===== src/sv/agent_goal_distance_tracker_assert.svh =====
// ----------------------------------------------------------------------------
// agent goal distance tracker assertion macros
// shared property forms clocked on aclk and gated by reset
// ----------------------------------------------------------------------------
`ifndef AGENT_GOAL_DISTANCE_TRACKER_ASSERT_SVH
`define AGENT_GOAL_DISTANCE_TRACKER_ASSERT_SVH

// same-cycle implication
`define AGDT_ASSERT_NOW(lbl, ante, cons) \
    lbl: assert property (@(posedge aclk) disable iff (!aresetn) (ante) |-> (cons)) \
        else $error("assertion failed");

// next-cycle implication
`define AGDT_ASSERT_NEXT(lbl, ante, cons) \
    lbl: assert property (@(posedge aclk) disable iff (!aresetn) (ante) |=> (cons)) \
        else $error("assertion failed");

`endif


===== src/sv/agdt_ram.sv =====
// ----------------------------------------------------------------------------
// agdt_ram
// generic single write port ram with registered read
// ----------------------------------------------------------------------------
module agdt_ram #(
    parameter int WIDTH = 16,
    parameter int DEPTH = 256
) (
    input  logic                     aclk,
    input  logic                     we,
    input  logic [$clog2(DEPTH)-1:0] waddr,
    input  logic [WIDTH-1:0]         wdata,
    input  logic                     re,
    input  logic [$clog2(DEPTH)-1:0] raddr,
    output logic [WIDTH-1:0]         q
);
    logic [WIDTH-1:0] mem [DEPTH];

    always_ff @(posedge aclk) begin
        if (we) begin
            mem[waddr] <= wdata;
        end
        if (re) begin
            q <= mem[raddr];
        end
    end
endmodule


===== config.mk =====
export PLATFORM = sky130hd
export DESIGN_NAME = agdt_ram
export DESIGN_NICKNAME = d
export VERILOG_FILES = /design/src/sv/agent_goal_distance_tracker_assert.svh /design/src/sv/agdt_ram.sv
export SDC_FILE = /design/constraint.sdc
export NUM_CORES = 2
export LEC_CHECK = 0
export BUFFER_PORTS_ARGS = -buffer_cell sky130_fd_sc_hd__buf_2
export CAP_MARGIN = 10
export CORE_MARGIN = 3
export CORE_UTILIZATION = 45
export DETAILED_ROUTE_END_ITERATION = 8
export PLACE_DENSITY = 0.62
export SETUP_SLACK_MARGIN = 0.4
export SLEW_MARGIN = 20
export SYNTH_ARGS = -nofsm -noshare
export SYNTH_HDL_FRONTEND = slang
export SYNTH_SLANG_ARGS = --single-unit

===== constraint.sdc =====
create_clock -name aclk -period 3.4 [get_ports aclk]
set_clock_uncertainty 0.2 [all_clocks]
set_input_delay 0.68 -clock aclk [delete_from_list [all_inputs] [get_ports aclk]]
set_output_delay 0.68 -clock aclk [all_outputs]
set_load 0.005 [all_outputs]

==> flow_summary.html <==
<table>
<tr><th>Metric</th><th>Value</th></tr>
<tr><th colspan="2">Floorplanning</th></tr>
<tr><td>Placeable core region</td><td>0.351 mm²</td></tr>
<tr><td>Width of the die</td><td>600 µm</td></tr>
<tr><td>Starting density of the core</td><td>45.3%</td></tr>
<tr><td>Y dimension of the die</td><td>600 µm</td></tr>
<tr><td>Site Rows</td><td>217</td></tr>
<tr><td>Number of primary I/O pins</td><td>51</td></tr>
<tr><td>Total die area</td><td>0.360 mm²</td></tr>
<tr><th colspan="2">Global route</th></tr>
<tr><td>Combined global-route utilization of all metal layers</td><td>23.5%</td></tr>
<tr><td>Vias in the first global route</td><td>80,415</td></tr>
<tr><td>Maximum number of pins on one net before global-route repair</td><td>108</td></tr>
<tr><td>Global route overflow</td><td>0</td></tr>
<tr><td>Initial antenna violation count</td><td>31</td></tr>
<tr><td>Wire length of the first global-routing pass</td><td>604,000 µm</td></tr>
<tr><th colspan="2">Route</th></tr>
<tr><td>Post-detailed-route DRC marker count</td><td>0</td></tr>
<tr><td>Length of routed wiring on met1</td><td>171,000 µm</td></tr>
<tr><td>Via density per instance</td><td>6.06</td></tr>
<tr><td>DRT iter0 DRCs</td><td>10,969</td></tr>
<tr><td>Highest metal layer with signal wires</td><td>met5</td></tr>
<tr><td>Post-detailed-route count of antenna-violating nets</td><td>0</td></tr>
<tr><td>Via Count</td><td>81,305</td></tr>
<tr><td>Detailed-routing iteration count for the pre-antenna-repair pass</td><td>5</td></tr>
<tr><td>Detailed-routed wire length on met3</td><td>39,100 µm</td></tr>
<tr><td>Final routed wire length divided by cell count</td><td>31.7 µm</td></tr>
<tr><td>Post-detailed-routing wire length</td><td>425,000 µm</td></tr>
<tr><td>Detail Route met2 WL</td><td>201,000 µm</td></tr>
<tr><th colspan="2">Synthesis</th></tr>
<tr><td>Most frequent cells after synthesis</td><td>edfxtp_1 (4,112), mux4_2 (797), mux2i_1 (565), nor2_1 (304), o221ai_1 (252)</td></tr>
<tr><td>Number of library cell types mapped by synthesis</td><td>51</td></tr>
<tr><td>Number of enable-type register cells in the synthesized netlist</td><td>4,112</td></tr>
<tr><td>Mux contribution to synthesized area</td><td>15.5%</td></tr>
<tr><td>Area share of the largest cell type after synthesis</td><td>77.7%</td></tr>
<tr><td>Cell types occupying the most area after synthesis</td><td>edfxtp_1 (78%), mux4_2 (11%), mux2i_1 (3.6%), o221ai_1 (1.4%), nor2_1 (0.72%)</td></tr>
<tr><td>Most frequent cell after synthesis</td><td>edfxtp_1</td></tr>
<tr><td>Average cell area after synthesis</td><td>21.6 µm²</td></tr>
<tr><td>Complex-gate fraction of the synthesized area</td><td>3.53%</td></tr>
<tr><td>Fraction of registers with async set/reset</td><td>0%</td></tr>
<tr><td>Syn_nets</td><td>7,395</td></tr>
<tr><td>Yosys Warn Count</td><td>0</td></tr>
<tr><td>Synth Instances</td><td>7,360</td></tr>
<tr><td>Simple-Gate Fraction of Synth Area</td><td>1.57%</td></tr>
<tr><td>Synthesized-area fraction occupied by adder cells</td><td>0%</td></tr>
<tr><td>Mapped cell area</td><td>0.159 mm²</td></tr>
<tr><td>Dominant combinational cell family by area after synthesis</td><td>multiplexers</td></tr>
<tr><td>Xor/xnor cell area share of the yosys netlist</td><td>0%</td></tr>
<tr><td>Library cell occupying the most area in the post-synthesis netlist</td><td>edfxtp_1</td></tr>
<tr><td>Synth Register Bits</td><td>4,112</td></tr>
<tr><td>Most frequently used flop master after synthesis</td><td>edfxtp_1</td></tr>
<tr><td>Proportion of synthesized chip area in sequential cells</td><td>77.7%</td></tr>
<tr><th colspan="2">Power</th></tr>
<tr><td>Peak ir drop on the vdd network</td><td>542 µV</td></tr>
<tr><td>Fraction of power consumed by sequential logic</td><td>53.2%</td></tr>
<tr><td>Leak Pwr</td><td>59.7 nW</td></tr>
<tr><td>Proportion of total power due to net switching</td><td>21.4%</td></tr>
<tr><td>Total Power Consumption</td><td>105 mW</td></tr>
<tr><td>Cell-internal power</td><td>82.7 mW</td></tr>
<tr><td>Clock network fraction of design power</td><td>41.1%</td></tr>
<tr><td>Combinational Power Share</td><td>5.7%</td></tr>
<tr><td>Total power divided by cell area</td><td>568 mW/mm²</td></tr>
<tr><td>Total net switching power</td><td>22.5 mW</td></tr>
<tr><th colspan="2">Clock network</th></tr>
<tr><td>Master cell of the clock root buffer</td><td>clkbuf_16</td></tr>
<tr><td>Buffer depth of the longest clock path</td><td>4</td></tr>
<tr><td>Clock latency on the worst-skew pair</td><td>980 ps</td></tr>
<tr><td>TritonCTS clock tree</td><td>done</td></tr>
<tr><td>Sink count of the clock tree</td><td>4,112</td></tr>
<tr><td>Clock buffer count from CTS</td><td>411</td></tr>
<tr><td>Clock slew seen by the registers of the worst setup and hold paths</td><td>60 ps</td></tr>
<tr><td>Postcts setup bufs</td><td>0</td></tr>
<tr><td>H-tree Lvls</td><td>5</td></tr>
<tr><th colspan="2">Placement</th></tr>
<tr><td>HPWL after detailed placement</td><td>270,000 µm</td></tr>
<tr><td>Count of buffers inserted at the top-level ports</td><td>50</td></tr>
<tr><td>Final Wtd Congestion</td><td>0.883</td></tr>
<tr><th colspan="2">Worst hold path</th></tr>
<tr><td>Worst hold path class</td><td>in -&gt; reg</td></tr>
<tr><td>Worst hold stages</td><td>1</td></tr>
<tr><td>Endpoint of the worst hold path</td><td>mem[252][15]</td></tr>
<tr><td>Hold path start</td><td>wdata[15]</td></tr>
<tr><th colspan="2">Timing</th></tr>
<tr><td>Minimum hold slack</td><td>15.3 ps</td></tr>
<tr><td>Total of endpoints with negative setup slack in the final report</td><td>0</td></tr>
<tr><td>Final worst path period share</td><td>89.8%</td></tr>
<tr><td>Maximum clock rate</td><td>0.328 GHz</td></tr>
<tr><td>Unrepaired setup endpoints after global routing</td><td>true</td></tr>
<tr><td>Post-layout minimum cycle time</td><td>3050 ps</td></tr>
<tr><td>Worst slew margin</td><td>24.2%</td></tr>
<tr><td>Number of hold violations in the final report</td><td>0</td></tr>
<tr><td>Number of max-slew violations in the final report</td><td>0</td></tr>
<tr><td>Pin slew with the least headroom to its limit</td><td>1140 ps</td></tr>
<tr><th colspan="2">Final layout</th></tr>
<tr><td>Fillcell total</td><td>26,798</td></tr>
<tr><td>Share of cells above drive strength 1</td><td>30.2%</td></tr>
<tr><td>Util after Layout</td><td>52.8%</td></tr>
<tr><td>Area of the multi-input gates</td><td>0.0333 mm²</td></tr>
<tr><td>Final layout net count</td><td>8,407</td></tr>
<tr><td>Sequential standard cell area</td><td>0.123 mm²</td></tr>
<tr><td>Area overhead of the layout relative to synthesis</td><td>16.6%</td></tr>
<tr><th colspan="2">Setup path</th></tr>
<tr><td>WP data required</td><td>3900 ps</td></tr>
<tr><td>Top fanout value on the critical path</td><td>1</td></tr>
<tr><td>Launching element of the worst setup path</td><td>mem[59][11]</td></tr>
<tr><td>Launching point of the worst reg2reg path</td><td>mem[59][11]</td></tr>
<tr><td>Number of cells traversed by the worst register-to-register path</td><td>6</td></tr>
<tr><td>Reg2Reg Capture Point</td><td>q[11]</td></tr>
<tr><td>Critical path class</td><td>reg -&gt; reg</td></tr>
<tr><td>Critical path data arrival time</td><td>3550 ps</td></tr>
<tr><td>R2r setup slk</td><td>350 ps</td></tr>
<tr><td>Element type at the critical path start</td><td>register</td></tr>
<tr><td>Critical Path End Type</td><td>register</td></tr>
<tr><th colspan="2">Flow run</th></tr>
<tr><td>Max cap viols</td><td>0</td></tr>
<tr><th colspan="2">Status</th></tr>
<tr><td>Outcome</td><td>complete, no violations</td></tr>
</table>
## cell usage in the layout (no fill, tap or decap), types with 32 or more instances in the layout
master	n
clkinv_2	75
a21oi_1	171
clkinv_1	90
edfxtp_1	4112
nor2_1	210
a22o_1	32
mux2i_1	565
clkbuf_16	420
o21ai_0	36
a22oi_1	39
buf_4	856
nor3_1	82
clkbuf_1	96
mux4_2	797
mux2_2	88
nor2_2	94
nand2_1	38
o22ai_1	148
o221ai_1	252
buf_12	129
## cell type report
class / instances / area share (%)
repair buffers: 1051 / 5.24
well taps: 4708 / 3.18
multi-input cells: 2792 / 18.0
diodes: 10 / 0.0135
inverters: 4 / 0.0149
flip-flops and latches: 4112 / 66.7
clock inverters: 224 / 1.07
clock buffers: 514 / 5.84
## sequential cells by signal, indices dropped and copies added (netlist names)
name	cells
mem	4096
q	16
## critical path: stages (launching register included)
cell      delay [ps]
edfxtp_1         380
mux4_2           460
mux4_2           560
a22o_1           410
o32ai_2          540
buf_4            210
nor4_1            50
## metrics by stage
stage,setup slack [ps],instances,TNS (ps),area [µm²]
after floorplan,355,7360,0,159000
after global placement,-1310,12653,-10810,172000
after detailed placement,-999,12653,-10570,172000
after CTS,297,13403,0,185000
after global routing,300,13410,0,185000
final,348,13415,0,185000
## power by group through the flow
stage	clock network (mW)	registers, mW	logic [mW]
after floorplan	0	57.0	2.77
after global placement	0	57.0	5.77
after detailed placement	0	57.0	5.87
after CTS	43.9	56.0	5.91
after global routing	46.0	55.9	6.19
final	43.3	56.0	5.95
## worst max-delay path by stage
stage / to / slack, ps / depth (start not counted)
2_1_floorplan: mem[235][0] / 350 / 6
3_3_place_gp: q[14] / -1310 / 12
3_5_place_dp: q[11] / -1000 / 8
4_1_cts: q[11] / 300 / 6
5_1_grt: q[11] / 300 / 6
6_report: q[11] / 350 / 6
## repair_timing
action                                  4_1_cts  5_1_grt
endpoints found under the setup margin        9       14
hold buffers                                 12        0
hold endpoints to repair                    228        0
gates cloned                                  0        2
pin swaps                                     0        4
gates resized for setup                      14       28
## per-layer routing
metal	up-vias	GRT usage, %
met2	3964	36.5
met3	604	4.27
met4	4	7.35
met5	-	0
li1	33376	-
met1	43357	33.9
## logic make-up (layout without fill, tap and decap cells)
group / Yosys count / count (layout)
muxes: 1450 / 1450
other: 0 / 10
AOI/OAI and AO/OA: 786 / 786
DFF: 4112 / 4112
buffers and inverters: 456 / 1793
and+or+nand+nor: 556 / 556
Note: power is estimated with default switching activity, not from simulation.
