**src/sv/agent_goal_distance_tracker_assert.svh**
```systemverilog
// ----------------------------------------------------------------------------
// agent goal distance tracker assertion macros
// shared property forms clocked on aclk and gated by reset
// ----------------------------------------------------------------------------
`ifndef AGENT_GOAL_DISTANCE_TRACKER_ASSERT_SVH
`define AGENT_GOAL_DISTANCE_TRACKER_ASSERT_SVH

// same-cycle implication
`define AGDT_ASSERT_NOW(lbl, ante, cons) \
    lbl: assert property (@(posedge aclk) disable iff (!aresetn) (ante) |-> (cons)) \
        else $error("assertion failed");

// next-cycle implication
`define AGDT_ASSERT_NEXT(lbl, ante, cons) \
    lbl: assert property (@(posedge aclk) disable iff (!aresetn) (ante) |=> (cons)) \
        else $error("assertion failed");

`endif

```
**src/sv/agdt_pkg.sv**
```systemverilog
// ----------------------------------------------------------------------------
// agdt_pkg
// shared constants, command codes and types of the goal distance tracker
// ----------------------------------------------------------------------------
package agdt_pkg;

    localparam int AGENT_COUNT = 256;
    localparam int AGENT_W     = $clog2(AGENT_COUNT);
    localparam int VEC_LEN     = 8;
    localparam int ELEM_W      = 16;
    localparam int GOAL_W      = VEC_LEN * ELEM_W;
    localparam int SQ_W        = 33;
    localparam int SUM_W       = 36;
    localparam int ROOT_IN_W   = 35;
    localparam int ROOT_W      = 18;
    localparam int DIST_W      = 17;
    localparam int CNT_W       = 16;
    localparam int CFG_IDX_W   = 2;

    localparam logic [DIST_W-1:0] ONE_Q16 = 17'h10000;
    localparam logic [CNT_W-1:0]  CNT_MAX = 16'hFFFF;

    localparam logic [2:0] CMD_SET_GOAL = 3'd0;
    localparam logic [2:0] CMD_CHECK    = 3'd1;
    localparam logic [2:0] CMD_SIM      = 3'd2;
    localparam logic [2:0] CMD_ERROR    = 3'd3;
    localparam logic [2:0] CMD_INHERIT  = 3'd4;

    localparam logic [CFG_IDX_W-1:0] CFG_STALL_LIMIT = 2'd0;
    localparam logic [CFG_IDX_W-1:0] CFG_NEAR_THRESH = 2'd1;

    typedef struct packed {
        logic busy;
        logic done;
    } root_stat_t;

endpackage

```
**src/sv/agdt_lane.sv**
```systemverilog
// ----------------------------------------------------------------------------
// agdt_lane
// one element lane: difference to goal and registered square
// ----------------------------------------------------------------------------
module agdt_lane (
    input  logic                              aclk,
    input  logic                              en,
    input  logic signed [agdt_pkg::ELEM_W-1:0] elem,
    input  logic signed [agdt_pkg::ELEM_W-1:0] goal,
    output logic [agdt_pkg::SQ_W-1:0]          sq_reg
);
    import agdt_pkg::*;

    logic signed [ELEM_W:0]     diff;
    logic signed [2*ELEM_W+1:0] prod;

    assign diff = {elem[ELEM_W-1], elem} - {goal[ELEM_W-1], goal};
    assign prod = diff * diff;

    always_ff @(posedge aclk) begin
        if (en) begin
            sq_reg <= prod[SQ_W-1:0];
        end
    end
endmodule

```
**config.mk**
```make
export PLATFORM = sky130hd
export DESIGN_NAME = agdt_lane
export DESIGN_NICKNAME = d
export VERILOG_FILES = /design/src/sv/agent_goal_distance_tracker_assert.svh /design/src/sv/agdt_pkg.sv /design/src/sv/agdt_lane.sv
export SDC_FILE = /design/constraint.sdc
export NUM_CORES = 1
export LEC_CHECK = 0
export BUFFER_PORTS_ARGS = -buffer_cell sky130_fd_sc_hd__clkbuf_2
export CAP_MARGIN = 5
export CORE_ASPECT_RATIO = 0.8
export CORE_MARGIN = 1.5
export CORE_UTILIZATION = 60
export DETAILED_ROUTE_END_ITERATION = 10
export PLACE_DENSITY = 0.79
export SLEW_MARGIN = 0
export SYNTH_ARGS = -nofsm -noshare
export SYNTH_HDL_FRONTEND = slang
export SYNTH_SLANG_ARGS = --single-unit
```
**constraint.sdc**
```tcl
create_clock -name aclk -period 10.7 [get_ports aclk]
set_input_delay 2.14 -clock aclk [delete_from_list [all_inputs] [get_ports aclk]]
set_output_delay 2.14 -clock aclk [all_outputs]
set_load 0.02 [all_outputs]
```
==> reports/qor.yml, run 1 <==
synthesis:
  ys.flop_type: "edfxtp_1"
  ys_types: 62
  yosysWarnings: 0
  synth_fp_nets: 1609
  synthCells: 1215
  synth_seq_cells: 32
  synth_compound_area_share_pct: 7.02
  synth_fa_ha_area_share_pct: 56.8
  ys_async_sr_fraction_pct: 0
  synth.largest_area_cell: "fa_1"
  synth_top_family_by_area: "adder cells"
  synth_mux_area_share_pct: 0.274
  netlist_top_cells_area: "fa_1 46%, inv_1 11%, ha_1 10%, edfxtp_1 8.4%, nand2_1 3.4%"
  synth_enable_flop_cells: 32
  synth-xor-area-share_pct: 4.29
  seq_area_frac_synth_pct: 8.41
  synthSimpleGateAreaFrac_pct: 10.3
  syn_avg_cell_area_um2: 9.41
  synth_top_area_share_pct: 46.4
  syn_area_mm2: 0.0114
clocking:
  cts_tree: "yes"
  cts_buffer_depth: 2
  path_clk_slew_ps: 60
  postCtsSetupBuffers: 0
  cts_buffers: 5
  cts_max_level: 2
  postCtsResizedCells: 0
  clockRootBuffer: "clkbuf_16"
  clock-sinks: 32
  cts-hold-fix-buffers: 0
global_route:
  busiest_layer: "met2"
  grtUsageMet1_pct: 42.2
  grt_max_degree: 33
  gr-usage-met2_pct: 43.4
  grt_use_met3_pct: 5.74
  grt_pass1_wl_mm: 43.5
  antenna_found_initial: 0
  track_usage_pct: 28.6
  grt_pass1_vias: 8739
  grt.overflow.total: 0
job:
  max_cap_violations: 0
hold_path:
  whs_endpoint: "sq_reg[2]$_DFFE_PP_"
  hp-class: "in -> reg"
  worstHoldStart: "en"
  whs_path_depth: 1
sta:
  grt_setup_unrepaired: "false"
  worst_slew_pin_slew_ps: 872
  hold_viol_final: 0
  fmax_mhz: 101
  final.min_clock_period_ps: 9860
  slew_headroom_pct: 41.7
  maxSlewViolCount: 0
  setup_viol: 0
  fin_setup_tns_ps: 0
  period_share_pct: 92.2
floorplanning:
  io_pins: 67
  dieArea_mm2: 0.0199
  die_y_um: 126
  die_x_um: 157
  coreArea_mm2: 0.0184
  initial_utilization_pct: 62.1
  fp-row-count: 44
layout:
  postLayoutCellArea_mm2: 0.0122
  fin_nets: 1665
  final_common_cell: "inv_1"
  antenna_cells: 0
  drive_above_1_share_pct: 8.97
  syn_to_final_growth_pct: 6.66
  fin_cells: 1524
  fillCellCount: 1508
  largest_reg_flops: 32
  layout_common_cells: "338 x inv_1, 265 x fa_1, 103 x nand2_1"
routing:
  wl_per_cell_um: 17.1
  dr_total_vias: 8176
  drt_first_pass_iters: 5
  totalWireLength_mm: 26.0
  viasPerCell: 5.36
  drt_iter0_markers: 671
  ant_nets: 0
  drc: 0
critical_path:
  crit_slowest_cell: "fa_1"
  crit_top_cell: "fa_1"
  worst_ep_required_time_ps: 10730
  critPathMaxFanout: 13
  critPathArrivalTime_ps: 9900
  end_kind: "register"
  crit_type: "in -> reg"
  critical-path-max-stage-delay_ps: 820
  cp-start-kind: "input pin"
placed_design:
  gp_congestion: 1.00
  placed_area_mm2: 0.0121
  io_buffers: 65
  dp_cells: 1517
  dpl.hpwl_mm: 22.1
status:
  outcome: "completed"
how the worst max path moves through the flow:
stage	from	to	depth (start not counted)
floorplan	elem[0]	sq_reg[28]$_DFFE_PP_	31
CTS	elem[0]	sq_reg[29]$_DFFE_PP_	29
detailed placement	elem[0]	sq_reg[31]$_DFFE_PP_	30
finish	elem[0]	sq_reg[29]$_DFFE_PP_	29
global route	elem[0]	sq_reg[32]$_DFFE_PP_	33
global placement	elem[0]	sq_reg[29]$_DFFE_PP_	29
worst max-delay path: cells and delay by family:
family                   cells  cell delay, ps
AO/OA/AOI/OAI               11            2330
adder cells (fa/ha/maj)      9            4320
buffers and inverters        7             760
AND/OR/NAND/NOR              2             340
through the flow:
step	setup slack (ps)	hold slack [ps]	util [%]
after global routing	294	2720	66.3
after CTS	846	2670	66.3
final	836	2640	66.3
after detailed placement	578	2590	65.6
after global placement	745	2590	65.6
after floorplan	1310	2250	-
cell type report:
class | instances | area (µm²) | share of cell area, %
multi-input cells | 800 | 9000 | 73.8
flip-flops and latches | 32 | 961 | 7.88
inverters | 347 | 1300 | 10.7
repair buffers | 85 | 475 | 3.90
clock buffers | 5 | 125 | 1.03
well taps | 253 | 317 | 2.60
clock inverters | 2 | 7.51 | 0.0616
synthesized netlist by cell type, drive strengths merged, types with 3 or more instances:
master,number
inv,346
fa,265
nand2,107
ha,95
nor2,94
a21oi,43
xnor2,34
edfxtp,32
clkbuf,27
a21o,23
and2,20
xor2,19
o21ai,15
buf,9
nor3,8
and3,7
nand2b,6
nand4,6
a31oi,5
o21a,5
and4,4
nand3,4
nor2b,4
o211ai,4
o21bai,4
o31ai,3
cell families after synthesis:
logic type,Yosys count
adders and majority gates,360
other,1
AOI/OAI and AO/OA,119
DFF,32
and+or+nand+nor,264
buffers and inverters,383
xor gates and xnor gates,53
muxes,3
routing by layer:
metal  share of wire (%)  up-vias  wire length, µm
met2                  44      400            11400
met5                   0        -                0
met1                  44     4004            11400
li1                    -     3724                -
met4                 2.0        0              528
met3                  11       48             2750
Power of run 1 is not shown: default switching activity piles up to over one toggle a cycle in this logic, so the estimate is an artifact.
==> run 2, diff against run 1 <==
BUFFER_PORTS_ARGS = -buffer_cell sky130_fd_sc_hd__buf_2   (was -buffer_cell sky130_fd_sc_hd__clkbuf_2)
CORE_UTILIZATION = 44   (was 60)
PLACE_DENSITY = default   (was 0.79)
==> run 2 against run 1 <==
- setup slack worse by 77 ps
- utilization down 18 points
- fmax down 0.77%
- design area up 0.79%
- via count down 1.2%
- sequential share of layout area down 0.062 points
- final cell count up 4.7%
- first-iteration DRC count down 30%
- non-clock buffer count unchanged
- global-route usage down 7.6 points
- flip-flop and latch count unchanged
- critical endpoint unchanged
==> reports/qor.yml, run 2 (synthesized netlist as in run 1, its figures left out) <==
status:
  outcome: "completed"
sta:
  final.min_clock_period_ps: 9940
  setup_viol: 0
  period_share_pct: 92.9
  slew_headroom_pct: 47.3
  fmax_mhz: 101
  grt_setup_unrepaired: "false"
  hold_ws_ps: 2480
  worst_slew_pin_slew_ps: 790
  fin_setup_tns_ps: 0
  hold_viol_final: 0
  maxSlewViolCount: 0
  fin_ws_ps: 760
floorplanning:
  fp-row-count: 52
  die_y_um: 147
  die_x_um: 183
  dieArea_mm2: 0.0270
  io_pins: 67
  initial_utilization_pct: 45.0
  coreArea_mm2: 0.0254
global_route:
  antenna_found_initial: 0
  track_usage_pct: 21.0
  grt.overflow.total: 0
  grt_max_degree: 33
  grt_pass1_wl_mm: 43.8
  grt_pass1_vias: 8571
hold_path:
  whs_path_depth: 1
  worstHoldStart: "en"
  hp-class: "in -> reg"
  whs_endpoint: "sq_reg[7]$_DFFE_PP_"
clocking:
  cts_tree: "yes"
  postCtsSetupBuffers: 0
  clock-sinks: 32
  cts_buffer_depth: 2
  postCtsResizedCells: 0
  clockRootBuffer: "clkbuf_16"
  cts_max_level: 2
  cts_buffers: 5
  path_clk_slew_ps: 60
  cts-hold-fix-buffers: 0
critical_path:
  cp-startpoint: "elem[0]"
  cp.buffers_inverters: 7
  cp-start-kind: "input pin"
  crit_type: "in -> reg"
  end_kind: "register"
  critical-path-max-stage-delay_ps: 760
  critPathArrivalTime_ps: 10100
  critPathMaxFanout: 10
  worst_ep_required_time_ps: 10860
  crit_slowest_cell: "fa_1"
  crit_top_cell: "fa_1"
  cp_top_family: "adder cells"
placed_design:
  gp_congestion: 0.906
  pre_cts_slack_ps: 509
  io_buffers: 65
  dpl.hpwl_mm: 22.0
  dp_cells: 1588
layout:
  fin_nets: 1665
  final_common_cell: "inv_1"
  largest_reg_flops: 32
  syn_to_final_growth_pct: 7.50
  fin_cells: 1596
  antenna_cells: 0
  drive_above_1_share_pct: 9.04
  layout_common_cells: "338 x inv_1, 265 x fa_1, 103 x nand2_1"
routing:
  dr_total_vias: 8081
  viasPerCell: 5.06
  wl_per_cell_um: 16.3
  drt_first_pass_iters: 5
  ant_nets: 0
  totalWireLength_mm: 26.0
  drt_iter0_markers: 470
  drc: 0
job:
  max_cap_violations: 0
## run 2: layout make-up
class	count	area, µm²
inverters	347	1300
fillers	2458	13100
flip-flops and latches	32	961
multi-input cells	800	9000
clock inverters	2	11.3
clock buffers	6	129
repair buffers	85	475
well taps	324	405
## run 2: metrics by stage
| stage | area, µm² | util [%] |
|---|---|---|
| global route | 12300 | 48.4 |
| finish | 12300 | 48.4 |
| CTS | 12300 | 48.4 |
| detailed placement | 12100 | 47.9 |
| floorplan | 11400 | - |
| global placement | 12100 | 47.9 |
## run 2: how the worst max path moves through the flow
| stage | endpoint | slack, ps | cells after the start |
|---|---|---|---|
| 2_1_floorplan | sq_reg[28]$_DFFE_PP_ | 1310 | 31 |
| 6_report | sq_reg[29]$_DFFE_PP_ | 760 | 30 |
| 3_3_place_gp | sq_reg[31]$_DFFE_PP_ | 630 | 28 |
| 4_1_cts | sq_reg[29]$_DFFE_PP_ | 820 | 30 |
| 5_1_grt | sq_reg[29]$_DFFE_PP_ | 260 | 30 |
| 3_5_place_dp | sq_reg[29]$_DFFE_PP_ | 510 | 30 |
## run 2: routing by layer
layer,up-vias,track usage [%],routed length (µm)
met3,20,2.31,1500
met4,0,3.98,308
met1,4105,30.9,12400
met2,233,33.9,11800
li1,3723,-,-
met5,-,0,0
Power of run 2 is left out for the same reason.
==> run 3, diff against run 2 <==
CORE_UTILIZATION = 38   (was 44)
==> run 3 against run 2 <==
- fmax is essentially flat
- utilization shrank 6.4 points
- wire length grew 0.94%
- first-iteration DRC count shrank 24%
- setup slack lost 7.5 ps
- design area grew 0.61%
- final cell count grew 3.2%
- clock-buffer cell count is the same
- critical path type unchanged
- largest cell class unchanged
- highest routed layer unchanged
==> reports/qor.yml, run 3 (synthesized netlist as in run 1, its figures left out) <==
clocking:
  clock-sinks: 32
  cts_buffers: 5
  postCtsResizedCells: 0
  clockRootBuffer: "clkbuf_16"
  postCtsSetupBuffers: 0
  cts_buffer_depth: 2
  cts_max_level: 2
  cts_tree: "yes"
  cts-hold-fix-buffers: 0
  path_clk_slew_ps: 50
placed_design:
  gp_congestion: 0.913
  placed_area_mm2: 0.0122
  dpl.hpwl_mm: 22.6
  io_buffers: 65
sta:
  final.min_clock_period_ps: 9950
  fmax_mhz: 101
  setup_viol: 0
  fin_setup_tns_ps: 0
  grt_setup_unrepaired: "false"
  hold_viol_final: 0
  worst_slew_pin_slew_ps: 877
  period_share_pct: 93.0
  maxSlewViolCount: 0
  slew_headroom_pct: 41.5
critical_path:
  worst_ep_required_time_ps: 10730
  crit_type: "in -> reg"
  cp-startpoint: "elem[0]"
  critPathArrivalTime_ps: 9970
  critical-path-max-stage-delay_ps: 590
  cp-start-kind: "input pin"
  end_kind: "register"
  critPathMaxFanout: 15
  crit_slowest_cell: "a211oi_1"
layout:
  antenna_cells: 0
  largest_reg_flops: 32
  drive_above_1_share_pct: 8.98
  final_common_cell: "inv_1"
  final_util_pct: 42.0
  syn_to_final_growth_pct: 8.16
  postLayoutCellArea_mm2: 0.0124
  fin_nets: 1663
  layout_common_cells: "338 x inv_1, 265 x fa_1, 103 x nand2_1"
  fillCellCount: 2964
hold_path:
  worstHoldStart: "en"
  hp-class: "in -> reg"
  whs_path_depth: 1
  whs_endpoint: "sq_reg[10]$_DFFE_PP_"
global_route:
  grt_pass1_wl_mm: 45.0
  grt_max_degree: 33
  grt_pass1_vias: 8963
  antenna_found_initial: 0
  track_usage_pct: 18.6
  grt.overflow.total: 0
floorplanning:
  io_pins: 67
  dieArea_mm2: 0.0311
  initial_utilization_pct: 38.8
  coreArea_mm2: 0.0294
  die_x_um: 197
  fp-row-count: 56
  die_y_um: 158
job:
  max_cap_violations: 0
routing:
  wl_per_cell_um: 15.9
  dr_total_vias: 8016
  viasPerCell: 4.87
  drt_iter0_markers: 358
  drt_first_pass_iters: 5
  ant_nets: 0
  totalWireLength_mm: 26.2
  drc: 0
status:
  outcome: "completed"
[run 3: cell count changes in the layout (fill, tap and decap cells not counted), sizes merged]
cell      before  now
clkinvlp       1    0
buf           85   83
bufinv         0    1
[run 3: metal layers]
metal  global-route usage, %  share of wire [%]
met2                    33.2                 50
met4                    3.27                1.5
met3                    2.81                4.3
met5                       0                  0
met1                    24.3                 45
[run 3: cell type report]
cell class | count | area, µm² | area share (%)
Clock buffer | 6 | 129 | 1.04
Clock inverter | 2 | 35.0 | 0.283
Inverter | 347 | 1300 | 10.5
Multi-Input combinational cell | 800 | 9000 | 72.8
Sequential cell | 32 | 961 | 7.77
Tap cell | 377 | 472 | 3.82
Timing Repair Buffer | 83 | 460 | 3.73
[run 3: per-stage QoR]
stage          hold WS, ps  instances  setup WS (ps)
2_1_floorplan         2250       1215           1310
3_3_place_gp          2580       1639            566
3_5_place_dp          2580       1639            467
4_1_cts               2470       1647            737
5_1_grt               2490       1647            188
6_report              2470       1647            752
[run 3: how the worst max path moves through the flow]
| stage | to | slack (ps) | cells past startpoint |
|---|---|---|---|
| floorplan | sq_reg[28]$_DFFE_PP_ | 1310 | 31 |
| global placement | sq_reg[29]$_DFFE_PP_ | 570 | 29 |
| detailed placement | sq_reg[28]$_DFFE_PP_ | 470 | 32 |
| CTS | sq_reg[28]$_DFFE_PP_ | 740 | 32 |
| global route | sq_reg[28]$_DFFE_PP_ | 190 | 32 |
| finish | sq_reg[28]$_DFFE_PP_ | 750 | 32 |
[run 3: critical path: cells and delay by family]
kind / cells / cell delay (ps)
xor gates and xnor gates: 2 / 370
buffers and inverters: 9 / 740
adders and majority gates: 9 / 3950
and+or+nand+nor: 1 / 180
AOI/OAI and AO/OA: 11 / 2600
Power of run 3 is left out for the same reason.
