**src/sv/agent_goal_distance_tracker_assert.svh**
```systemverilog
// ----------------------------------------------------------------------------
// agent goal distance tracker assertion macros
// shared property forms clocked on aclk and gated by reset
// ----------------------------------------------------------------------------
`ifndef AGENT_GOAL_DISTANCE_TRACKER_ASSERT_SVH
`define AGENT_GOAL_DISTANCE_TRACKER_ASSERT_SVH

// same-cycle implication
`define AGDT_ASSERT_NOW(lbl, ante, cons) \
    lbl: assert property (@(posedge aclk) disable iff (!aresetn) (ante) |-> (cons)) \
        else $error("assertion failed");

// next-cycle implication
`define AGDT_ASSERT_NEXT(lbl, ante, cons) \
    lbl: assert property (@(posedge aclk) disable iff (!aresetn) (ante) |=> (cons)) \
        else $error("assertion failed");

`endif

```
**src/sv/agdt_pkg.sv**
```systemverilog
// ----------------------------------------------------------------------------
// agdt_pkg
// shared constants, command codes and types of the goal distance tracker
// ----------------------------------------------------------------------------
package agdt_pkg;

    localparam int AGENT_COUNT = 256;
    localparam int AGENT_W     = $clog2(AGENT_COUNT);
    localparam int VEC_LEN     = 8;
    localparam int ELEM_W      = 16;
    localparam int GOAL_W      = VEC_LEN * ELEM_W;
    localparam int SQ_W        = 33;
    localparam int SUM_W       = 36;
    localparam int ROOT_IN_W   = 35;
    localparam int ROOT_W      = 18;
    localparam int DIST_W      = 17;
    localparam int CNT_W       = 16;
    localparam int CFG_IDX_W   = 2;

    localparam logic [DIST_W-1:0] ONE_Q16 = 17'h10000;
    localparam logic [CNT_W-1:0]  CNT_MAX = 16'hFFFF;

    localparam logic [2:0] CMD_SET_GOAL = 3'd0;
    localparam logic [2:0] CMD_CHECK    = 3'd1;
    localparam logic [2:0] CMD_SIM      = 3'd2;
    localparam logic [2:0] CMD_ERROR    = 3'd3;
    localparam logic [2:0] CMD_INHERIT  = 3'd4;

    localparam logic [CFG_IDX_W-1:0] CFG_STALL_LIMIT = 2'd0;
    localparam logic [CFG_IDX_W-1:0] CFG_NEAR_THRESH = 2'd1;

    typedef struct packed {
        logic busy;
        logic done;
    } root_stat_t;

endpackage

```
**src/sv/agdt_isqrt.sv**
```systemverilog
// ----------------------------------------------------------------------------
// agdt_isqrt
// iterative integer square root, one result bit per cycle
// ----------------------------------------------------------------------------
module agdt_isqrt (
    input  logic                         aclk,
    input  logic                         aresetn,
    input  logic                         start,
    input  logic [agdt_pkg::ROOT_IN_W-1:0] x_in,
    output agdt_pkg::root_stat_t         stat,
    output logic [agdt_pkg::ROOT_W-1:0]  root
);
    import agdt_pkg::*;

    localparam logic [ROOT_IN_W-1:0] BIT_TOP = {1'b1, {(ROOT_IN_W-1){1'b0}}};

    logic [ROOT_IN_W-1:0] x_reg, x_next;
    logic [ROOT_IN_W-1:0] r_reg, r_next;
    logic [ROOT_IN_W-1:0] bit_reg, bit_next;
    logic                 done_reg, done_next;
    logic [ROOT_IN_W:0]   trial;

    assign trial = {1'b0, r_reg} + {1'b0, bit_reg};

    always_comb begin
        x_next    = x_reg;
        r_next    = r_reg;
        bit_next  = bit_reg;
        done_next = 1'b0;
        if (start) begin
            x_next   = x_in;
            r_next   = '0;
            bit_next = BIT_TOP;
        end else if (bit_reg != '0) begin
            if ({1'b0, x_reg} >= trial) begin
                x_next = x_reg - trial[ROOT_IN_W-1:0];
                r_next = (r_reg >> 1) + bit_reg;
            end else begin
                r_next = r_reg >> 1;
            end
            bit_next  = bit_reg >> 2;
            done_next = (bit_next == '0);
        end
    end

    always_ff @(posedge aclk) begin
        if (!aresetn) begin
            bit_reg  <= '0;
            done_reg <= 1'b0;
        end else begin
            bit_reg  <= bit_next;
            done_reg <= done_next;
        end
    end

    always_ff @(posedge aclk) begin
        x_reg <= x_next;
        r_reg <= r_next;
    end

    assign stat.busy = (bit_reg != '0);
    assign stat.done = done_reg;
    assign root      = r_reg[ROOT_W-1:0];
endmodule

```
**config.mk**
```make
export PLATFORM = sky130hd
export DESIGN_NAME = agdt_isqrt
export DESIGN_NICKNAME = d
export VERILOG_FILES = /design/src/sv/agent_goal_distance_tracker_assert.svh /design/src/sv/agdt_pkg.sv /design/src/sv/agdt_isqrt.sv
export SDC_FILE = /design/constraint.sdc
export NUM_CORES = 1
export LEC_CHECK = 0
export BUFFER_PORTS_ARGS = -buffer_cell sky130_fd_sc_hd__buf_2
export CELL_PAD_IN_SITES_DETAIL_PLACEMENT = 1
export CELL_PAD_IN_SITES_GLOBAL_PLACEMENT = 1
export CORE_ASPECT_RATIO = 0.6
export CORE_MARGIN = 2
export CORE_UTILIZATION = 45
export DETAILED_ROUTE_END_ITERATION = 16
export PLACE_DENSITY = 0.76
export SLEW_MARGIN = 5
export SYNTH_ARGS = -nofsm -noshare
export SYNTH_HDL_FRONTEND = slang
export SYNTH_SLANG_ARGS = --single-unit
```
**constraint.sdc**
```tcl
create_clock -name aclk -period 7.4 [get_ports aclk]
set_input_delay 1.48 -clock aclk [delete_from_list [all_inputs] [get_ports aclk]]
set_output_delay 1.48 -clock aclk [all_outputs]
set_load 0.05 [all_outputs]
```
==> metrics.csv, run 1 <==
stage,metric,value,unit
setup_path,Crit Path Category,flop to flop,
synth,dominant synthesized flop cell,dfxtp_1,
clock_tree,CTS tree,built,
synth,post-synth cell types,65,
grt,antenna violations before repair,0,
floorplanning,Die ar.,18140,µm²
setup_path,crit end category,flop,
detailed_routing,WL/cell,19.26,µm
placement,"Cell Area, Placed",7976,µm²
power,P_leak,3.213,nW
grt,Congestion Overflow GR,0,
outcome,status,"complete, no violations",
layout,FF+latch area,2132,µm²
floorplanning,Initial Utilization,0.4664,
timing,Finish-stage setup viols,0,
floorplanning,Core Region,16440,µm²
synth,synth cell count leaders,"nand2_1 (96), nor2_1 (86), ha_1 (72), o21ai_0 (72), a21oi_1 (57)",
detailed_routing,Detailed Route WL,22750,µm
timing,Hold Fails Final Rpt,0,
floorplanning,Die X,172.5,µm
layout,filler instances,2002,
clock_tree,htree depth,3,
synth,syn_nets,1042,
synth,Cells after Synth,931,
synth,number of synthesized flops with an enable pin,35,
clock_tree,worst-skew pair later-pin latency,0.35,ns
detailed_routing,initial drt markers,431,
layout,design area,8285,µm²
clock_tree,postcts setup bufs,0,
setup_path,Required @ worst endpoint,7.38,ns
synth,Synth Warn #,0,
synth,"area leader, netlist",dfxtp_1,
setup_path,worst path arrival time,6.12,ns
synth,"Cell Area, Synth",7669,µm²
synth,Post-synth ARST share,0,
timing,max_slew headroom,0.2585,
detailed_routing,vias,7035,
timing,Least-Margin Pin Slew,1.084,ns
detailed_routing,antenna-violating nets left,0,
clock_tree,clk buf depth,2,
timing,RSZ-0062 raised after global routing,false,
timing,Final Critical Period,6.134,ns
floorplanning,Cell Rows,36,
power,VDD IR-drop max,172.0,µV
clock_tree,Post-CTS Resized,0,
detailed_routing,DR DRC count,0,
layout,n_diodes,0,
clock_tree,TritonCTS Buffers,9,
timing,f_max,163.0,MHz
synth,"count leader, synth",nand2_1,
layout,ratio of cells with drive above 1 in the final layout,0.1196,
layout,fin nets,1059,
min_path,Worst Hold Class,flop to flop,
grt,largest net degree at the start of global routing,67,
clock_tree,clock sink total,89,
placement,GPL Wtd Cong,0.8841,
detailed_routing,via/cell ratio,5.957,
grt,vias in the first global route,6860,
grt,first-pass GRT wire length,37170,µm
power,Pwr Total,2.863,mW
timing,fin crit share,0.8290,
timing,WHS,0.5272,ns
synth,Area contributors post-synth,"dfxtp_1 (14%), edfxtp_1 (14%), ha_1 (12%), o21ai_0 (4.7%), nand2_1 (4.7%)",
setup_path,crit-path max FO,35,
layout,Area Growth Syn to Fin,8.044,%
floorplanning,die height,105.1,µm
synth,Yosys reg bits,89,
detailed_routing,drt pass-1 iters,5,
clock_tree,"Reg clk slew, reported paths",0.08,ns
clock_tree,root buffer cell,clkbuf_16,
setup_path,startpoint types,flop,
timing,Final Max Slew Viols,0,
synth,Yosys top cell area share,0.1410,
floorplanning,io pins,58,
flow_run,Max Cap Viol,0,
placement,I/O Buffers,57,
synth,Syn Area/Cell,8.237,µm²
timing,setup TNS,0,ns
clock_tree,hold_buf cts,0,
grt,gr usage total,0.2545,
placement,HPWL Detailed,17230,µm
synth,"Seq/Total Area, Yosys",0.2780,
layout,multi-input logic area,5102,µm²
timing,Worst Skew,0.01006,ns
power,Power Density,345.5,nW/µm²
==> where the power goes <==
group | leakage [nW] | internal, mW | switching, mW
combinational | 2.27 | 0.612 | 1.00
sequential | 0.791 | 0.662 | 0.0996
clock | 0.149 | 0.263 | 0.224
==> layer usage <==
metal,global-route usage,vias to the layer above,share of wire
met5,0,-,0
met4,0.03480,0,0.0044
met3,0.03675,11,0.042
met2,0.3944,131,0.42
met1,0.3801,3423,0.53
li1,-,3470,-
==> final timing paths <==
path / start / end / slack [ns] / cells after the start
worst max-delay path: r_reg[0]$_SDFFE_PP0P_ / x_reg[23]$_DFFE_PP_ / 1.27 / 20
worst min-delay path: bit_reg[28]$_SDFFE_PP0P_ / bit_reg[26]$_SDFFE_PP0P_ / 0.53 / 1
worst max register to register: r_reg[0]$_SDFFE_PP0P_ / x_reg[23]$_DFFE_PP_ / 1.27 / 20
worst min register to register: bit_reg[28]$_SDFFE_PP0P_ / bit_reg[26]$_SDFFE_PP0P_ / 0.53 / 1
==> placed cells by master, fill, tap and decap left out, drive strengths merged, types with 3 or more instances in the layout <==
master and n:
o211ai 19, and3 12, nor2b 10, nor4 7, o221ai 4, xor2 30
ha 72, clkbuf 11, nor3 12, or2 5, a21o 17, mux2 7
nand2 97, nand2b 6, o32ai 4, xnor2 38, o21a 6, a31oi 25
a21boi 4, or3 13, a31o 4, edfxtp 35, inv 35, dfxtp 54
nor2 86, o31ai 10, a211oi 19, and4 3, nand3 16, a21oi 60
nand4 10, a311oi 15, o21bai 11, a221oi 7, mux2i 13, and2 14
a2111oi 4, o21ai 77, buf 63
==> worst max-delay path, stage by stage (launching register included) <==
cell and delay (ns):
dfxtp_1 0.34, ha_1 0.23, ha_1 0.21, a21oi_1 0.21
o21bai_1 0.12, a31oi_1 0.27, o21ai_0 0.18, a2111oi_0 0.95
nor4b_1 0.27, o21ai_0 0.24, a21oi_1 0.10, xnor2_1 0.15
ha_1 0.38, nand4_1 0.29, nor4_1 0.39, nand4_1 0.17
nand3b_1 0.42, o21a_1 0.19, nand2_1 0.06, nand2_1 0.09
buf_4 0.45
==> final cells by class <==
cell class,instances,share of cell area
repair buffers,63,0.04017
multi-input cells,752,0.6158
inverters,33,0.01495
flip-flops and latches,89,0.2573
well taps,228,0.03443
clock inverters,5,0.005436
clock buffers,11,0.03186
==> metrics by stage <==
stage          instances  utilization  worst slack, ns
6_report            1181       0.5040            1.266
3_3_place_gp        1165       0.4852            1.859
5_1_grt             1181       0.5040           0.8594
3_5_place_dp        1165       0.4852            1.558
4_1_cts             1181       0.5040            1.407
2_1_floorplan        931            -            2.236
==> cells by family (layout without fill, tap and decap cells) <==
| logic type | count (synthesis) | after routing | synth area share |
|---|---|---|---|
| compound gates | 293 | 293 | 0.2571 |
| xor+xnor | 68 | 68 | 0.07766 |
| buf+inv | 90 | 112 | 0.05694 |
| flops | 89 | 89 | 0.2780 |
| fa+ha+maj | 73 | 73 | 0.1201 |
| mux | 20 | 20 | 0.02725 |
| simple gates | 298 | 298 | 0.1829 |
(Power assumes the default switching activity.)
==> run 2, diff against run 1 <==
==> constraint.sdc (replaced) <==
create_clock -name aclk -period 5.9 [get_ports aclk]
set_input_delay 1.18 -clock aclk [delete_from_list [all_inputs] [get_ports aclk]]
set_output_delay 1.18 -clock aclk [all_outputs]
set_load 0.05 [all_outputs]
==> metrics.csv, run 2 (same netlist as run 1, synthesis figures left out) <==
stage,metric,value,unit
clock_tree,worst-skew pair later-pin latency,0.37,ns
detailed_routing,drt pass-1 iters,4,
clock_tree,TritonCTS Buffers,9,
floorplanning,io pins,58,
clock_tree,clock sink total,89,
layout,"leading cell type in the layout, fill and taps excluded",nand2_1,
timing,fin crit share,0.8925,
detailed_routing,DR DRC count,0,
timing,max_slew headroom,0.5072,
grt,first-pass GRT wire length,37590,µm
power,Power Density,438.0,nW/µm²
placement,HPWL Detailed,17370,µm
detailed_routing,WL/cell,19.65,µm
setup_path,worst path cell trace,ha_1 -> ha_1 -> a21oi_1 -> o21bai_1 -> a31oi_1 -> o21ai_0 -> a2111oi_0 -> buf_4 -> nor4b_1 -> o21ai_0 -> a21oi_1 -> xnor2_1 -> ha_1 -> a21oi_1 -> o21ai_0 -> nand3b_1 -> o21ai_2 -> buf_4 -> or3_1 -> a311oi_1,
grt,vias in the first global route,6911,
layout,fin nets,1066,
floorplanning,Initial Utilization,0.4664,
floorplanning,Die ar.,18140,µm²
layout,filler instances,2031,
power,Pwr Total,3.647,mW
timing,f_max,189.9,MHz
min_path,hold path start,bit_reg[28]$_SDFFE_PP0P_,
grt,met1 Usage GRT,0.3736,
grt,met3 Resource Use GR,0.04803,
detailed_routing,Detailed Route WL,23340,µm
timing,setup TNS,0,ns
clock_tree,CTS tree,built,
setup_path,reg2reg end,r_reg[27]$_SDFFE_PP0P_,
setup_path,r2r startpoint,bit_reg[0]$_SDFFE_PP0P_,
timing,Worst Skew,0.01402,ns
setup_path,crit-path max FO,32,
layout,ratio of cells with drive above 1 in the final layout,0.1260,
timing,Least-Margin Pin Slew,0.7324,ns
clock_tree,hold_buf cts,0,
flow_run,Max Cap Viol,0,
timing,Hold Fails Final Rpt,0,
clock_tree,htree depth,3,
setup_path,Required @ worst endpoint,6.17,ns
placement,GPL Wtd Cong,0.8791,
outcome,status,"complete, no violations",
grt,antenna violations before repair,0,
setup_path,CP peak stage delay,0.61,ns
clock_tree,postcts setup bufs,0,
setup_path,reg2reg path depth,20,
grt,GR peak layer,met2,
clock_tree,Post-CTS Resized,0,
min_path,hold path depth,1,
detailed_routing,initial drt markers,382,
timing,Final Max Slew Viols,0,
setup_path,reg2reg setup slack,0.63,ns
grt,Congestion Overflow GR,0,
detailed_routing,vias,7042,
min_path,Worst Hold End,bit_reg[26]$_SDFFE_PP0P_,
layout,n_diodes,0,
placement,I/O Buffers,57,
detailed_routing,antenna-violating nets left,0,
timing,RSZ-0062 raised after global routing,false,
setup_path,CP max stage cell,nor4b_1,
grt,met2 usage,0.3970,
clock_tree,root buffer cell,clkbuf_16,
setup_path,startpoint types,flop,
timing,Finish-stage setup viols,0,
clock_tree,clk buf depth,2,
grt,largest net degree at the start of global routing,59,
clock_tree,"Reg clk slew, reported paths",0.08,ns
power,P_leak,3.246,nW
floorplanning,Cell Rows,36,
layout,final design utilization,0.5065,
floorplanning,Core Region,16440,µm²
setup_path,Crit Path Category,flop to flop,
grt,gr usage total,0.2587,
detailed_routing,via/cell ratio,5.928,
floorplanning,die height,105.1,µm
power,VDD IR-drop max,204.8,µV
timing,Final Critical Period,5.266,ns
min_path,Worst Hold Class,flop to flop,
setup_path,crit end category,flop,
setup_path,worst path arrival time,5.53,ns
floorplanning,Die X,172.5,µm
layout,Area Growth Syn to Fin,8.598,%
layout,most frequent cells in the layout,"nand2_1 (96), nor2_1 (86), o21ai_0 (72), ha_1 (72), a21oi_1 (57)",
[run 2: changes by cell type in the layout (fill, tap and decap cells not counted)]
cell,delta
buf_12,+1
buf_4,+6
clkbuf_16,-1
clkinv_2,+2
clkinv_4,-2
clkinvlp_4,-1
inv_6,+2
[run 2: power by group]
group | total (mW) | leakage [nW] | internal, mW | switching, mW
logic | 2.09 | 2.31 | 0.799 | 1.30
registers | 0.954 | 0.791 | 0.830 | 0.124
clock network | 0.599 | 0.146 | 0.304 | 0.294
total | 3.65 | 3.25 | 1.93 | 1.71
[run 2: worst max path at each step]
stage	startpoint	end	slack, ns
global placement	r_reg[0]$_SDFFE_PP0P_	r_reg[9]$_SDFFE_PP0P_	0.93
detailed placement	r_reg[0]$_SDFFE_PP0P_	r_reg[27]$_SDFFE_PP0P_	0.78
global route	r_reg[2]$_SDFFE_PP0P_	r_reg[19]$_SDFFE_PP0P_	0.13
floorplan	r_reg[0]$_SDFFE_PP0P_	x_reg[0]$_DFFE_PP_	0.74
finish	bit_reg[0]$_SDFFE_PP0P_	r_reg[27]$_SDFFE_PP0P_	0.63
CTS	bit_reg[0]$_SDFFE_PP0P_	r_reg[27]$_SDFFE_PP0P_	0.71
[run 2: routing by layer]
| layer | wire [µm] | vias up | share of wire |
|---|---|---|---|
| met1 | 11940 | 3393 | 0.51 |
| met3 | 1205 | 17 | 0.052 |
| li1 | - | 3481 | - |
| met5 | 0 | - | 0 |
| met4 | 235 | 0 | 0.010 |
| met2 | 9959 | 151 | 0.43 |
[run 2: layout make-up]
| cell class | instances | area [µm²] | share of cell area |
|---|---|---|---|
| clock buffers | 10 | 239.0 | 0.02870 |
| clock inverters | 6 | 47.55 | 0.005709 |
| flip-flops and latches | 89 | 2132 | 0.2560 |
| well taps | 228 | 285.3 | 0.03425 |
| inverters | 33 | 123.9 | 0.01487 |
| multi-input cells | 752 | 5102 | 0.6127 |
| repair buffers | 70 | 397.9 | 0.04778 |
[run 2: per-stage QoR]
stage               cells  worst slack (ns)  hold slack, ns  instance area (µm²)
floorplan             931            0.7363          0.4812                 7669
global placement     1172            0.9272          0.5112                 8041
detailed placement   1172            0.7830          0.5238                 8041
CTS                  1188            0.7055          0.5337                 8328
global route         1188            0.1284          0.5574                 8328
finish               1188            0.6345          0.5342                 8328
[run 2: worst max-delay path, delay by kind of cell (launching register included)]
family                   cells  cell delay, ns
XOR/XNOR                     1            0.11
buffers and inverters        2            0.41
AND/OR/NAND/NOR              3            1.23
AO/OA/AOI/OAI               11            2.26
adder cells (fa/ha/maj)      3            0.77
flip-flops                   1            0.37
==> run 3, diff against run 2 <==
--- a/config.mk
+++ b/config.mk
@@ -10,9 +10,9 @@
 export CELL_PAD_IN_SITES_GLOBAL_PLACEMENT = 1
 export CORE_ASPECT_RATIO = 0.6
 export CORE_MARGIN = 2
-export CORE_UTILIZATION = 45
+export CORE_UTILIZATION = 42
 export DETAILED_ROUTE_END_ITERATION = 16
-export PLACE_DENSITY = 0.76
+export PLACE_DENSITY = 0.74
 export SLEW_MARGIN = 5
 export SYNTH_ARGS = -nofsm -noshare
 export SYNTH_HDL_FRONTEND = slang
==> constraint.sdc (replaced) <==
create_clock -name aclk -period 4.7 [get_ports aclk]
set_input_delay 0.94 -clock aclk [delete_from_list [all_inputs] [get_ports aclk]]
set_output_delay 0.94 -clock aclk [all_outputs]
set_load 0.05 [all_outputs]
==> metrics.csv, run 3 (same netlist as run 1, synthesis figures left out) <==
stage,metric,value,unit
timing,f_max,219.1,MHz
detailed_routing,drt pass-1 iters,4,
power,P_leak,3.795,nW
setup_path,crit-path max FO,20,
layout,Area Growth Syn to Fin,24.02,%
power,Pwr Total,5.238,mW
timing,Finish-stage setup viols,0,
flow_run,Max Cap Viol,0,
clock_tree,"Reg clk slew, reported paths",0.07,ns
clock_tree,htree depth,3,
layout,final design utilization,0.5292,
setup_path,Required @ worst endpoint,4.98,ns
clock_tree,hold_buf cts,0,
layout,most frequent cells in the layout,"nand2_1 (93), buf_4 (92), nor2_1 (82), o21ai_0 (64), ha_1 (64)",
timing,WHS,0.5411,ns
clock_tree,TritonCTS Buffers,9,
setup_path,crit end category,flop,
clock_tree,worst-skew pair later-pin latency,0.37,ns
floorplanning,Die X,178.4,µm
outcome,status,"complete, no violations",
layout,"leading cell type in the layout, fill and taps excluded",nand2_1,
floorplanning,die height,108.7,µm
floorplanning,Core Region,17970,µm²
placement,HPWL Detailed,18730,µm
timing,max_slew headroom,0.4491,
placement,# placed instances,1250,
grt,vias in the first global route,7484,
placement,I/O Buffers,57,
timing,Worst Skew,0.007913,ns
power,Sequential Power Share,0.223,
clock_tree,root buffer cell,clkbuf_16,
setup_path,r2r startpoint,bit_reg[0]$_SDFFE_PP0P_,
layout,Finished Layout Cells,1291,
timing,fin crit share,0.9712,
detailed_routing,initial drt markers,339,
timing,Least-Margin Pin Slew,0.8254,ns
grt,largest net degree at the start of global routing,76,
setup_path,CP Launch Point,bit_reg[0]$_SDFFE_PP0P_,
timing,fin worst setup slack,0.1355,ns
floorplanning,Cell Rows,38,
timing,Final Max Slew Viols,0,
timing,RSZ-0062 raised after global routing,true,
power,clock share of power,0.142,
clock_tree,clk buf depth,2,
power,VDD IR-drop max,261.5,µV
detailed_routing,Detailed Route WL,26180,µm
min_path,Worst Hold Class,flop to flop,
grt,gr usage total,0.2663,
floorplanning,Initial Utilization,0.4267,
timing,Hold Fails Final Rpt,0,
floorplanning,Die ar.,19390,µm²
placement,GPL Wtd Cong,0.8970,
setup_path,worst path arrival time,4.85,ns
grt,first-pass GRT wire length,39960,µm
grt,Congestion Overflow GR,0,
clock_tree,CTS tree,built,
power,switching power,2.376,mW
setup_path,startpoint types,flop,
power,cell internal pwr,2.863,mW
timing,Final Critical Period,4.565,ns
min_path,hold path start,r_reg[6]$_SDFFE_PP0P_,
power,Comb power frac,0.636,
power,switching share of total power,0.4535,
detailed_routing,WL/cell,20.27,µm
layout,n_diodes,0,
layout,ratio of cells with drive above 1 in the final layout,0.2559,
power,Power Density,550.8,nW/µm²
layout,fin nets,1157,
placement,Place WS,-0.7299,ns
grt,antenna violations before repair,0,
setup_path,Crit Path Category,flop to flop,
floorplanning,io pins,58,
detailed_routing,vias,7523,
clock_tree,clock sink total,89,
detailed_routing,via/cell ratio,5.827,
detailed_routing,DR DRC count,0,
detailed_routing,antenna-violating nets left,0,
run 3: changes by cell type in the layout (fill, tap and decap cells not counted), sizes merged:
| cell | delta |
|---|---|
| buf | +89 |
| clkbuf | +3 |
| inv | -1 |
run 3: final timing paths:
| kind | cells after the start | to | slack, ns |
|---|---|---|---|
| max | 24 | r_reg[23]$_SDFFE_PP0P_ | 0.14 |
| min | 2 | r_reg[5]$_SDFFE_PP0P_ | 0.54 |
| max reg2reg | 24 | r_reg[23]$_SDFFE_PP0P_ | 0.14 |
| min reg2reg | 2 | r_reg[5]$_SDFFE_PP0P_ | 0.54 |
run 3: timing repair:
item	in CTS	in global routing
setup endpoints to repair	74	83
endpoints found under the hold margin	0	0
pin swaps	13	28
gates resized for setup	17	75
gates cloned	0	4
setup buffers	6	17
run 3: routing by layer:
layer / global-route usage / wire length [µm]
met1: 0.3689 / 12850
met2: 0.4313 / 11750
met5: 0 / 0
met4: 0.05575 / 350
met3: 0.05404 / 1219
run 3: cell type report:
cell class,count,area [µm²]
Fill cell,2162,8462
Multi-Input combinational cell,752,5482
Sequential cell,89,2137
Timing Repair Buffer,161,1180
Tap cell,240,300.3
Clock buffer,11,252.7
Inverter,33,123.9
Clock inverter,5,35.03
run 3: per-stage QoR:
| stage | instance area, µm² | setup TNS, ns |
|---|---|---|
| CTS | 8994 | -0.002708 |
| global placement | 8597 | -32.90 |
| global route | 9510 | -0.6372 |
| detailed placement | 8597 | -45.23 |
| finish | 9510 | 0 |
| floorplan | 7676 | 0 |
run 3: power by group through the flow:
stage	combinational [mW]	sequential (mW)	clock [mW]
6_report	3.33	1.17	0.742
3_5_place_dp	2.96	1.18	0
2_1_floorplan	2.02	1.14	0
3_3_place_gp	2.88	1.17	0
4_1_cts	3.03	1.16	0.754
5_1_grt	3.61	1.18	0.777
run 3: critical path: stages, from the launching register on:
cell       delay [ns]
dfxtp_2          0.34
ha_4             0.17
ha_4             0.17
a21oi_4          0.14
o21bai_2         0.10
a31oi_2          0.22
o21ai_2          0.11
a2111oi_4        0.36
buf_4            0.19
nor4b_4          0.04
buf_4            0.17
buf_4            0.14
nor2_4           0.12
o221ai_2         0.12
xnor2_1          0.15
ha_1             0.32
o21ai_1          0.08
nand2_1          0.08
a21oi_1          0.08
nor3_2           0.21
and3_4           0.25
o21ai_4          0.10
buf_12           0.17
or3_4            0.36
a311oi_2         0.27
